==> src/design/rpn_pkg.sv <==
// shared constants, types and operation codes of the stack calculator
`default_nettype none

package rpn_pkg;

	localparam int STACK_DEPTH = 10;
	localparam int VALUE_WIDTH = 32;

	localparam int REQ_W       = 4;
	localparam int PUSH_W      = 18;
	localparam int OUT_W       = 32;
	localparam int COUNT_OUT_W = 4;
	localparam int LIMIT_W     = 31;

	localparam logic [LIMIT_W-1:0] LIMIT_RESET = 31'd99999;

	localparam int ADDR_W = $clog2(STACK_DEPTH);
	localparam int CNT_W  = $clog2(STACK_DEPTH + 1);

	typedef logic signed [VALUE_WIDTH-1:0] value_t;

	typedef enum logic [REQ_W-1:0] {
		OP_CLEAR = 4'd0,
		OP_PUSH  = 4'd1,
		OP_POP   = 4'd2,
		OP_DUP   = 4'd3,
		OP_ADD   = 4'd4,
		OP_SUB   = 4'd5,
		OP_MUL   = 4'd6,
		OP_DIV   = 4'd7,
		OP_NEG   = 4'd8,
		OP_SWAP  = 4'd9
	} req_op_t;

	typedef enum logic [2:0] {
		ALU_ADD = 3'd0,
		ALU_SUB = 3'd1,
		ALU_NEG = 3'd2,
		ALU_MUL = 3'd3,
		ALU_DIV = 3'd4
	} alu_op_t;

	typedef struct packed {
		logic    go;
		alu_op_t op;
	} alu_req_t;

endpackage

`default_nettype wire

==> src/design/rpn_alu.sv <==
// shared arithmetic unit: one adder for add, sub, negate, shift-add multiply and restoring divide
`default_nettype none

module rpn_alu (
	input  wire logic             clk,
	input  wire logic             arst_n,
	input  wire rpn_pkg::alu_req_t req,
	input  wire rpn_pkg::value_t  opa,
	input  wire rpn_pkg::value_t  opb,
	output logic                  done,
	output rpn_pkg::value_t       result
);
	import rpn_pkg::*;

	localparam int STEP_W = $clog2(VALUE_WIDTH + 1);

	typedef enum logic [3:0] {
		A_IDLE = 4'b0001,
		A_MUL  = 4'b0010,
		A_DIV  = 4'b0100,
		A_FIX  = 4'b1000
	} alu_state_t;

	alu_state_t              st_q;
	logic [STEP_W-1:0]       step_q;
	logic [VALUE_WIDTH-1:0]  acc_q;
	logic [VALUE_WIDTH-1:0]  mcand_q;
	logic [VALUE_WIDTH-1:0]  mq_q;
	logic [VALUE_WIDTH-1:0]  rem_q;
	logic                    neg_q;
	logic                    done_q;
	value_t                  result_q;

	logic [VALUE_WIDTH:0]    add_x, add_y, add_sum;
	logic                    add_cin;
	logic [VALUE_WIDTH:0]    shifted;
	logic [VALUE_WIDTH-1:0]  mag_a, mag_b, quo_next;

	assign shifted  = {rem_q, mq_q[VALUE_WIDTH-1]};
	assign mag_a    = opa[VALUE_WIDTH-1] ? -opa : opa;
	assign mag_b    = opb[VALUE_WIDTH-1] ? -opb : opb;
	assign quo_next = {mq_q[VALUE_WIDTH-2:0], ~add_sum[VALUE_WIDTH]};

	// operand selection for the single shared adder
	always_comb begin
		add_x   = '0;
		add_y   = '0;
		add_cin = 1'b0;
		case (st_q)
			A_IDLE: begin
				case (req.op)
					ALU_ADD: begin
						add_x = {1'b0, opa};
						add_y = {1'b0, opb};
					end
					ALU_SUB: begin
						add_x   = {1'b0, opa};
						add_y   = {1'b0, ~opb};
						add_cin = 1'b1;
					end
					ALU_NEG: begin
						add_y   = {1'b0, ~opb};
						add_cin = 1'b1;
					end
					default: begin
						add_x = '0;
					end
				endcase
			end
			A_MUL: begin
				add_x = {1'b0, acc_q};
				add_y = mq_q[0] ? {1'b0, mcand_q} : '0;
			end
			A_DIV: begin
				// trial subtract, borrow shows in the top bit
				add_x   = shifted;
				add_y   = ~{1'b0, mcand_q};
				add_cin = 1'b1;
			end
			A_FIX: begin
				add_y   = {1'b0, ~mq_q};
				add_cin = 1'b1;
			end
			default: begin
				add_x = '0;
			end
		endcase
		add_sum = add_x + add_y + (VALUE_WIDTH + 1)'(add_cin);
	end

	always_ff @(posedge clk or negedge arst_n) begin
		if (!arst_n) begin
			st_q   <= A_IDLE;
			done_q <= 1'b0;
		end else begin
			done_q <= 1'b0;
			case (st_q)
				A_IDLE: begin
					if (req.go) begin
						case (req.op)
							ALU_MUL: begin
								acc_q   <= '0;
								mcand_q <= opa;
								mq_q    <= opb;
								step_q  <= STEP_W'(VALUE_WIDTH);
								st_q    <= A_MUL;
							end
							ALU_DIV: begin
								mcand_q <= mag_b;
								mq_q    <= mag_a;
								rem_q   <= '0;
								neg_q   <= opa[VALUE_WIDTH-1] ^ opb[VALUE_WIDTH-1];
								step_q  <= STEP_W'(VALUE_WIDTH);
								st_q    <= A_DIV;
							end
							default: begin
								result_q <= add_sum[VALUE_WIDTH-1:0];
								done_q   <= 1'b1;
							end
						endcase
					end
				end
				A_MUL: begin
					acc_q   <= add_sum[VALUE_WIDTH-1:0];
					mcand_q <= mcand_q << 1;
					mq_q    <= mq_q >> 1;
					step_q  <= step_q - STEP_W'(1);
					if (step_q == STEP_W'(1)) begin
						result_q <= add_sum[VALUE_WIDTH-1:0];
						done_q   <= 1'b1;
						st_q     <= A_IDLE;
					end
				end
				A_DIV: begin
					rem_q  <= add_sum[VALUE_WIDTH] ? shifted[VALUE_WIDTH-1:0]
						: add_sum[VALUE_WIDTH-1:0];
					mq_q   <= quo_next;
					step_q <= step_q - STEP_W'(1);
					if (step_q == STEP_W'(1)) begin
						if (neg_q) begin
							st_q <= A_FIX;
						end else begin
							result_q <= quo_next;
							done_q   <= 1'b1;
							st_q     <= A_IDLE;
						end
					end
				end
				A_FIX: begin
					// sign fix of the quotient
					result_q <= add_sum[VALUE_WIDTH-1:0];
					done_q   <= 1'b1;
					st_q     <= A_IDLE;
				end
				default: begin
					st_q <= A_IDLE;
				end
			endcase
		end
	end

	assign done   = done_q;
	assign result = result_q;

endmodule

`default_nettype wire

==> src/design/rpn_stack_calculator_core.sv <==
// top level of the reverse-polish stack calculator: sequencer, stack memory and result register
//
// channel  signals                                   handshake
// request  start, req_type, push_value               taken when start and !busy
// result   done, top_value, entry_count,             done high for one cycle, no backpressure
//          stack_empty, error
// config   cfg_valid, cfg_data, cfg_ready            written when cfg_valid and cfg_ready
//
// a request passes through the read, execute and done states to the done strobe, with a swap
// state added for swap and a wait state for add, sub, negate, mul and div; mul and div stay in
// the wait state while the shared adder does one multiply or divide bit per cycle
// busy stays high from acceptance until the cycle that shows done
// reset empties the stack and loads the display limit with 99999; stack entries are not cleared
// results are never stalled; cfg_ready is always high
`default_nettype none

module rpn_stack_calculator_core (
	input  wire logic                               clk,
	input  wire logic                               arst_n,
	input  wire logic                               start,
	output logic                                    busy,
	input  wire logic [rpn_pkg::REQ_W-1:0]          req_type,
	input  wire logic signed [rpn_pkg::PUSH_W-1:0]  push_value,
	output logic                                    done,
	output logic signed [rpn_pkg::OUT_W-1:0]        top_value,
	output logic [rpn_pkg::COUNT_OUT_W-1:0]         entry_count,
	output logic                                    stack_empty,
	output logic                                    error,
	input  wire logic                               cfg_valid,
	output logic                                    cfg_ready,
	input  wire logic [rpn_pkg::LIMIT_W-1:0]        cfg_data
);
	import rpn_pkg::*;

	localparam int CMP_W = (VALUE_WIDTH > LIMIT_W) ? VALUE_WIDTH : LIMIT_W;
	localparam logic [CNT_W-1:0] DEPTH_C = CNT_W'(STACK_DEPTH);

	typedef enum logic [5:0] {
		S_IDLE = 6'b000001,
		S_READ = 6'b000010,
		S_EXEC = 6'b000100,
		S_WAIT = 6'b001000,
		S_SWAP = 6'b010000,
		S_DONE = 6'b100000
	} seq_state_t;

	seq_state_t state_q, state_d;

	logic [LIMIT_W-1:0]  limit_q;
	req_op_t             op_q;
	value_t              pv_q;
	logic [CNT_W-1:0]    cnt_q, cnt_d;
	value_t              top_q, top_d;
	logic                fail_q, fail_d;

	value_t              stack_q [STACK_DEPTH];
	value_t              rd_a_q, rd_b_q;
	logic                mem_we;
	logic [ADDR_W-1:0]   mem_waddr;
	value_t              mem_wdata;

	logic [CNT_W-1:0]    cnt_m1, cnt_m2;
	logic                has_one, has_two, has_room;

	alu_req_t            alu_req;
	logic                alu_done;
	value_t              alu_result;

	logic [VALUE_WIDTH-1:0] top_mag;
	logic                   over_limit;

	logic                        done_q;
	logic signed [OUT_W-1:0]     top_value_q;
	logic [COUNT_OUT_W-1:0]      entry_count_q;
	logic                        empty_q;
	logic                        error_q;

	assign cnt_m1   = cnt_q - CNT_W'(1);
	assign cnt_m2   = cnt_q - CNT_W'(2);
	assign has_one  = cnt_q != '0;
	assign has_two  = cnt_q > CNT_W'(1);
	assign has_room = cnt_q < DEPTH_C;

	rpn_alu u_alu (
		.clk    (clk),
		.arst_n (arst_n),
		.req    (alu_req),
		.opa    (rd_a_q),
		.opb    (rd_b_q),
		.done   (alu_done),
		.result (alu_result)
	);

	// sequencer decisions
	always_comb begin
		state_d   = state_q;
		cnt_d     = cnt_q;
		top_d     = top_q;
		fail_d    = 1'b0;
		mem_we    = 1'b0;
		mem_waddr = cnt_q[ADDR_W-1:0];
		mem_wdata = pv_q;
		alu_req   = '{go: 1'b0, op: ALU_ADD};
		case (state_q)
			S_IDLE: begin
				if (start) begin
					state_d = S_READ;
				end
			end
			S_READ: begin
				state_d = S_EXEC;
			end
			S_EXEC: begin
				state_d = S_DONE;
				case (op_q)
					OP_CLEAR: begin
						cnt_d = '0;
						top_d = '0;
					end
					OP_PUSH: begin
						if (!has_room) begin
							fail_d = 1'b1;
						end else begin
							mem_we = 1'b1;
							cnt_d  = cnt_q + CNT_W'(1);
							top_d  = pv_q;
						end
					end
					OP_POP: begin
						if (!has_one) begin
							fail_d = 1'b1;
						end else begin
							cnt_d = cnt_m1;
							top_d = has_two ? rd_a_q : '0;
						end
					end
					OP_DUP: begin
						if (!has_one || !has_room) begin
							fail_d = 1'b1;
						end else begin
							mem_we    = 1'b1;
							mem_wdata = rd_b_q;
							cnt_d     = cnt_q + CNT_W'(1);
							top_d     = rd_b_q;
						end
					end
					OP_ADD, OP_SUB, OP_MUL: begin
						if (!has_two) begin
							fail_d = 1'b1;
						end else begin
							alu_req.go = 1'b1;
							alu_req.op = (op_q == OP_ADD) ? ALU_ADD
								: (op_q == OP_SUB) ? ALU_SUB : ALU_MUL;
							state_d    = S_WAIT;
						end
					end
					OP_DIV: begin
						if (!has_two || rd_b_q == '0) begin
							fail_d = 1'b1;
						end else begin
							alu_req = '{go: 1'b1, op: ALU_DIV};
							state_d = S_WAIT;
						end
					end
					OP_NEG: begin
						if (!has_one) begin
							fail_d = 1'b1;
						end else begin
							alu_req = '{go: 1'b1, op: ALU_NEG};
							state_d = S_WAIT;
						end
					end
					OP_SWAP: begin
						if (!has_two) begin
							fail_d = 1'b1;
						end else begin
							mem_we    = 1'b1;
							mem_waddr = cnt_m1[ADDR_W-1:0];
							mem_wdata = rd_a_q;
							top_d     = rd_a_q;
							state_d   = S_SWAP;
						end
					end
					default: begin
						fail_d = 1'b1;
					end
				endcase
				// failed request leaves the stack alone and shows the old top
				if (fail_d) begin
					cnt_d   = cnt_q;
					top_d   = has_one ? rd_b_q : '0;
					state_d = S_DONE;
				end
			end
			S_WAIT: begin
				if (alu_done) begin
					mem_we    = 1'b1;
					mem_waddr = (op_q == OP_NEG) ? cnt_m1[ADDR_W-1:0] : cnt_m2[ADDR_W-1:0];
					mem_wdata = alu_result;
					top_d     = alu_result;
					cnt_d     = (op_q == OP_NEG) ? cnt_q : cnt_m1;
					state_d   = S_DONE;
				end
			end
			S_SWAP: begin
				mem_we    = 1'b1;
				mem_waddr = cnt_m2[ADDR_W-1:0];
				mem_wdata = rd_b_q;
				state_d   = S_DONE;
			end
			S_DONE: begin
				state_d = S_IDLE;
			end
			default: begin
				state_d = S_IDLE;
			end
		endcase
	end

	// stack memory, read ports registered
	always_ff @(posedge clk) begin
		if (mem_we) begin
			stack_q[mem_waddr] <= mem_wdata;
		end
		if (state_q == S_READ) begin
			rd_a_q <= stack_q[cnt_m2[ADDR_W-1:0]];
			rd_b_q <= stack_q[cnt_m1[ADDR_W-1:0]];
		end
	end

	assign top_mag    = top_q[VALUE_WIDTH-1] ? -top_q : top_q;
	assign over_limit = CMP_W'(top_mag) > CMP_W'(limit_q);

	always_ff @(posedge clk or negedge arst_n) begin
		if (!arst_n) begin
			state_q <= S_IDLE;
			cnt_q   <= '0;
			limit_q <= LIMIT_RESET;
			done_q  <= 1'b0;
		end else begin
			state_q <= state_d;
			cnt_q   <= cnt_d;
			done_q  <= state_q == S_DONE;
			if (cfg_valid) begin
				limit_q <= cfg_data;
			end
		end
	end

	always_ff @(posedge clk) begin
		top_q <= top_d;
		if (state_q == S_IDLE && start) begin
			op_q <= req_op_t'(req_type);
			pv_q <= VALUE_WIDTH'(push_value);
		end
		if (state_q == S_EXEC) begin
			fail_q <= fail_d;
		end
		if (state_q == S_DONE) begin
			top_value_q   <= OUT_W'(top_q);
			entry_count_q <= COUNT_OUT_W'(cnt_q);
			empty_q       <= cnt_q == '0;
			error_q       <= fail_q || (cnt_q != '0 && over_limit);
		end
	end

	assign busy        = state_q != S_IDLE;
	assign done        = done_q;
	assign top_value   = top_value_q;
	assign entry_count = entry_count_q;
	assign stack_empty = empty_q;
	assign error       = error_q;
	assign cfg_ready   = 1'b1;

	// fill count never passes the stack depth
	a_cnt_bound: assert property (@(posedge clk) disable iff (!arst_n)
		cnt_q <= DEPTH_C)
		else $error("fill count above stack depth");

	// stack writes stay inside the memory
	a_waddr_range: assert property (@(posedge clk) disable iff (!arst_n)
		mem_we |-> (mem_waddr < ADDR_W'(STACK_DEPTH)))
		else $error("stack write outside memory");

	// an accepted request holds busy on the next cycle
	a_accept_busy: assert property (@(posedge clk) disable iff (!arst_n)
		(start && !busy) |=> busy)
		else $error("request accepted but block not busy");

	// busy drops only as the result is shown
	a_done_on_release: assert property (@(posedge clk) disable iff (!arst_n)
		$fell(busy) |-> done)
		else $error("busy released without a result");

endmodule

`default_nettype wire
==> config.mk <==
export PLATFORM = sky130hd
export DESIGN_NAME = rpn_stack_calculator_core
export DESIGN_NICKNAME = d
export VERILOG_FILES = /design/src/design/rpn_pkg.sv /design/src/design/rpn_alu.sv /design/src/design/rpn_stack_calculator_core.sv
export SDC_FILE = /design/constraint.sdc
export NUM_CORES = 1
export LEC_CHECK = 0
export BUFFER_PORTS_ARGS = -buffer_cell sky130_fd_sc_hd__buf_2
export CELL_PAD_IN_SITES_DETAIL_PLACEMENT = 1
export CELL_PAD_IN_SITES_GLOBAL_PLACEMENT = 1
export CORE_MARGIN = 8
export CORE_UTILIZATION = 30
export CTS_CLUSTER_SIZE = 10
export DETAILED_ROUTE_END_ITERATION = 10
export PLACE_DENSITY = 0.59
export RECOVER_POWER = 50
export SYNTH_ARGS = -nofsm -noshare
export SYNTH_HDL_FRONTEND = slang
export SYNTH_SLANG_ARGS = --single-unit
==> constraint.sdc <==
create_clock -name clk -period 12.8 [get_ports clk]
set_input_delay 2.56 -clock clk [delete_from_list [all_inputs] [get_ports clk]]
set_output_delay 2.56 -clock clk [all_outputs]
set_load 0.1 [all_outputs]
==> metrics <==
synth warn 0; Syn Area/Cell 11.8 sq um; wl on met1 56,100 um; GR Overflow Total 0; initial antenna violation count 7; GRT Overall Usage 0.181; post-CTS sizing 0; fin crit period 9.66 ns; Final Setup Violations 0; layout cells sized above 1 0.131; hold buffers post-CTS 0; CTS tree built; HP Class register to register; Slew Limit Fails 707; drt wl/cell 26.3 um; LEAKAGE 13.9 nW; actual slew at the worst max-slew pin 3.48 ns; TNS Setup 0 ns; layout filler cell count 13.4k; number of flops mapped to enable cells by yosys 644; Layout area overhead 12.1%; Layout Nets 3,286; DRT iter0 DRCs 2,701; worst reg2reg path depth 19; vias per std cell 5.67; number of global-route vias before repair 27.7k; HPWL Detailed 86,200 um; final WL 127,000 um; gpl congestion 0.840; Syn Inst Count 3,174; Peak VDD IR 0.207 mV; largest net degree at the start of global routing 159; critical path class register to register; Syn Nets 3,307; via count 27.4k; Worst path slowest cell clkbuf_1; routed wl met2 59,600 um; DRT Pass-1 Iters 9; row count 129; mapped cell area 37,300 sq um; Final Cycle Share 0.755; DIE AREA 136,000 sq um; Pwr Density 218 nW/um^2; die width 369 um; Setup crit end u_alu.mq_q[0]; Max Cap Viol 16; top_reg_cell synth edfxtp_1; first-pass GRT wire length 188,000 um; Met3 Routed Length 7730 um; crit path from u_alu.st_q[1]; failing checks capacitance limit, slew limit; reg-to-reg slack, setup 3.14 ns; outcome complete, but fails checks; Worst Skew 0.0697 ns; Final ANT Viol Nets 0; number of port buffers 96; Initial Util 0.302; RSZ-0062 raised after global routing false; root buffer cell clkbuf_16; worst r2r src u_alu.st_q[1]; CP Cell Sequence nor2_1 -> nand2_1 -> nor2_4 -> clkbuf_1 -> clkbuf_1 -> o21ai_0 -> o221ai_1 -> fa_1 -> a211oi_1 -> or3_1 -> a211o_1 -> nand2_1 -> a311oi_1 -> buf_4 -> o211ai_1 -> xor2_4 -> buf_4 -> nand2b_1 -> o211ai_1; Crit path largest cell delay 2.38 ns; Post-synth ARST share 0.0680; Chip Height 369 um; Residual DRC 0; Worst-Skew Late Latency 0.68 ns; Cell variety after synth 81; total number of H-tree levels 3; Pwr Total 9.11 mW; CP endpoint kind register; Worst setup SP type register; critical path fanouts, max 69; clock buffer depth 3; highest routed layer met4; flops & latches, synth 691; Max-slew headroom -1.32; FF-to-FF End u_alu.mq_q[0]; I/O pin total 98; CTS sink cnt 691; total setup buffers inserted after CTS 0; Num CTS Buffers 84; Final Hold Viols 0; core area 124,000 sq um; WP data arrival 9.97 ns; final core occ 0.338; worst endpoint required time 13.11 ns; sequential-to-total area share from yosys stat 0.550; clk slew on worst S/H paths 0.06 ns; FMAX 0.104 GHz
==> cell usage in the layout (no fill, tap or decap), types with 23 or more instances in the layout <==
cell and count:
o21ai_0 191, xnor2_1 65, o211ai_1 29, edfxtp_1 644, or2_2 30, a222oi_1 67
a21oi_1 267, a221oi_1 28, o221ai_1 32, o31ai_1 35, xor2_1 55, nand2_1 325
dfrtp_1 35, a221o_1 27, nor2_1 219, nor3_1 32, buf_2 52, mux4_2 128
inv_1 91, nor2b_1 79, a211oi_1 74, clkbuf_1 79, mux2i_1 68, clkbuf_16 84
a21o_1 23, nand3_1 28, buf_4 51, ha_1 73
==> synthesized netlist by cell type, drive strengths merged (29+ instances only) <==
cell type,count,area share
xor2,58,0.014
o31ai,35,0.0070
edfxtp,644,0.52
o211ai,29,0.0058
xnor2,65,0.015
dfrtp,35,0.023
mux4,128,0.077
or2,30,0.0050
a211oi,74,0.015
clkbuf,215,0.022
ha,74,0.025
nor2,234,0.024
nand2,327,0.033
mux2i,68,0.018
nor2b,79,0.013
inv,91,0.0092
o221ai,32,0.0075
buf,56,0.0088
o21ai,201,0.027
nor3,38,0.0057
a21oi,268,0.036
a222oi,67,0.018
==> cell type report <==
type	instances	area (sq um)	area share
clock inverters	22	300	0.00718
clock buffers	104	2190	0.0523
repair buffers	164	888	0.0212
diodes	2	5.00	0.000120
inverters	91	342	0.00816
multi-input cells	2121	15500	0.371
flip-flops and latches	691	20500	0.491
well taps	1637	2050	0.0490
==> layer usage <==
metal	vias to the layer above	track usage
met5	-	0
met4	0	0.0534
met3	199	0.0302
met2	896	0.297
met1	14200	0.245
li1	12100	-
==> power by group <==
part | total (mW) | internal (mW) | switching [mW]
Combinational | 3.71 | 1.32 | 2.39
Clock | 2.23 | 1.25 | 0.976
Sequential | 3.17 | 2.88 | 0.295
Total | 9.11 | 5.45 | 3.67
==> flip-flops by register name, summed over array words and instances (netlist names), 6 cells and up <==
name,flops
stack_q,320
rd_a_q,32
rd_b_q,32
top_q,32
top_value,32
u_alu.acc_q,32
u_alu.mcand_q,32
u_alu.mq_q,32
u_alu.rem_q,32
u_alu.result,32
limit_q,31
pv_q,18
state_q,6
u_alu.step_q,6
==> critical path, delay by kind of cell, from the launching register on <==
kind,cells,cell delay [ns]
adder cells (fa/ha/maj),1,0.31
XOR/XNOR,1,0.16
flip-flops,1,0.39
buffers and inverters,4,5.31
AO/OA/AOI/OAI,7,1.84
AND/OR/NAND/NOR,6,1.23
==> how the worst min path moves through the flow <==
stage | startpoint | to | slack (ns) | depth (start not counted)
2_1_floorplan | cnt_q[3] | entry_count[3] | 0.42 | 0
3_3_place_gp | top_q[17] | top_value[17] | 0.49 | 0
3_5_place_dp | top_q[0] | top_value[0] | 0.50 | 0
4_1_cts | top_q[0] | top_value[0] | 0.50 | 0
5_1_grt | top_q[6] | top_value[6] | 0.51 | 0
6_report | top_q[0] | top_value[0] | 0.50 | 0
==> through the flow <==
step	cell area (sq um)	hold WS, ns	setup WS, ns	instances
finish	41800	0.497	3.14	4832
global route	41800	0.511	2.71	4830
CTS	42000	0.505	5.07	4829
detailed placement	39500	0.496	5.07	4703
global placement	39500	0.490	5.24	4703
floorplan	37300	0.423	5.34	3174
==> logic make-up (layout without fill, tap and decap cells) <==
group | Yosys count | in the layout | share of synthesized area
compound gates | 865 | 865 | 0.152
xor+xnor | 123 | 123 | 0.0289
fa+ha+maj | 76 | 76 | 0.0259
buf+inv | 362 | 381 | 0.0396
flops | 691 | 691 | 0.550
mux | 197 | 197 | 0.0958
other cells | 1 | 3 | 0.000100
simple gates | 859 | 859 | 0.108
Power figures use the tool's default switching activity.
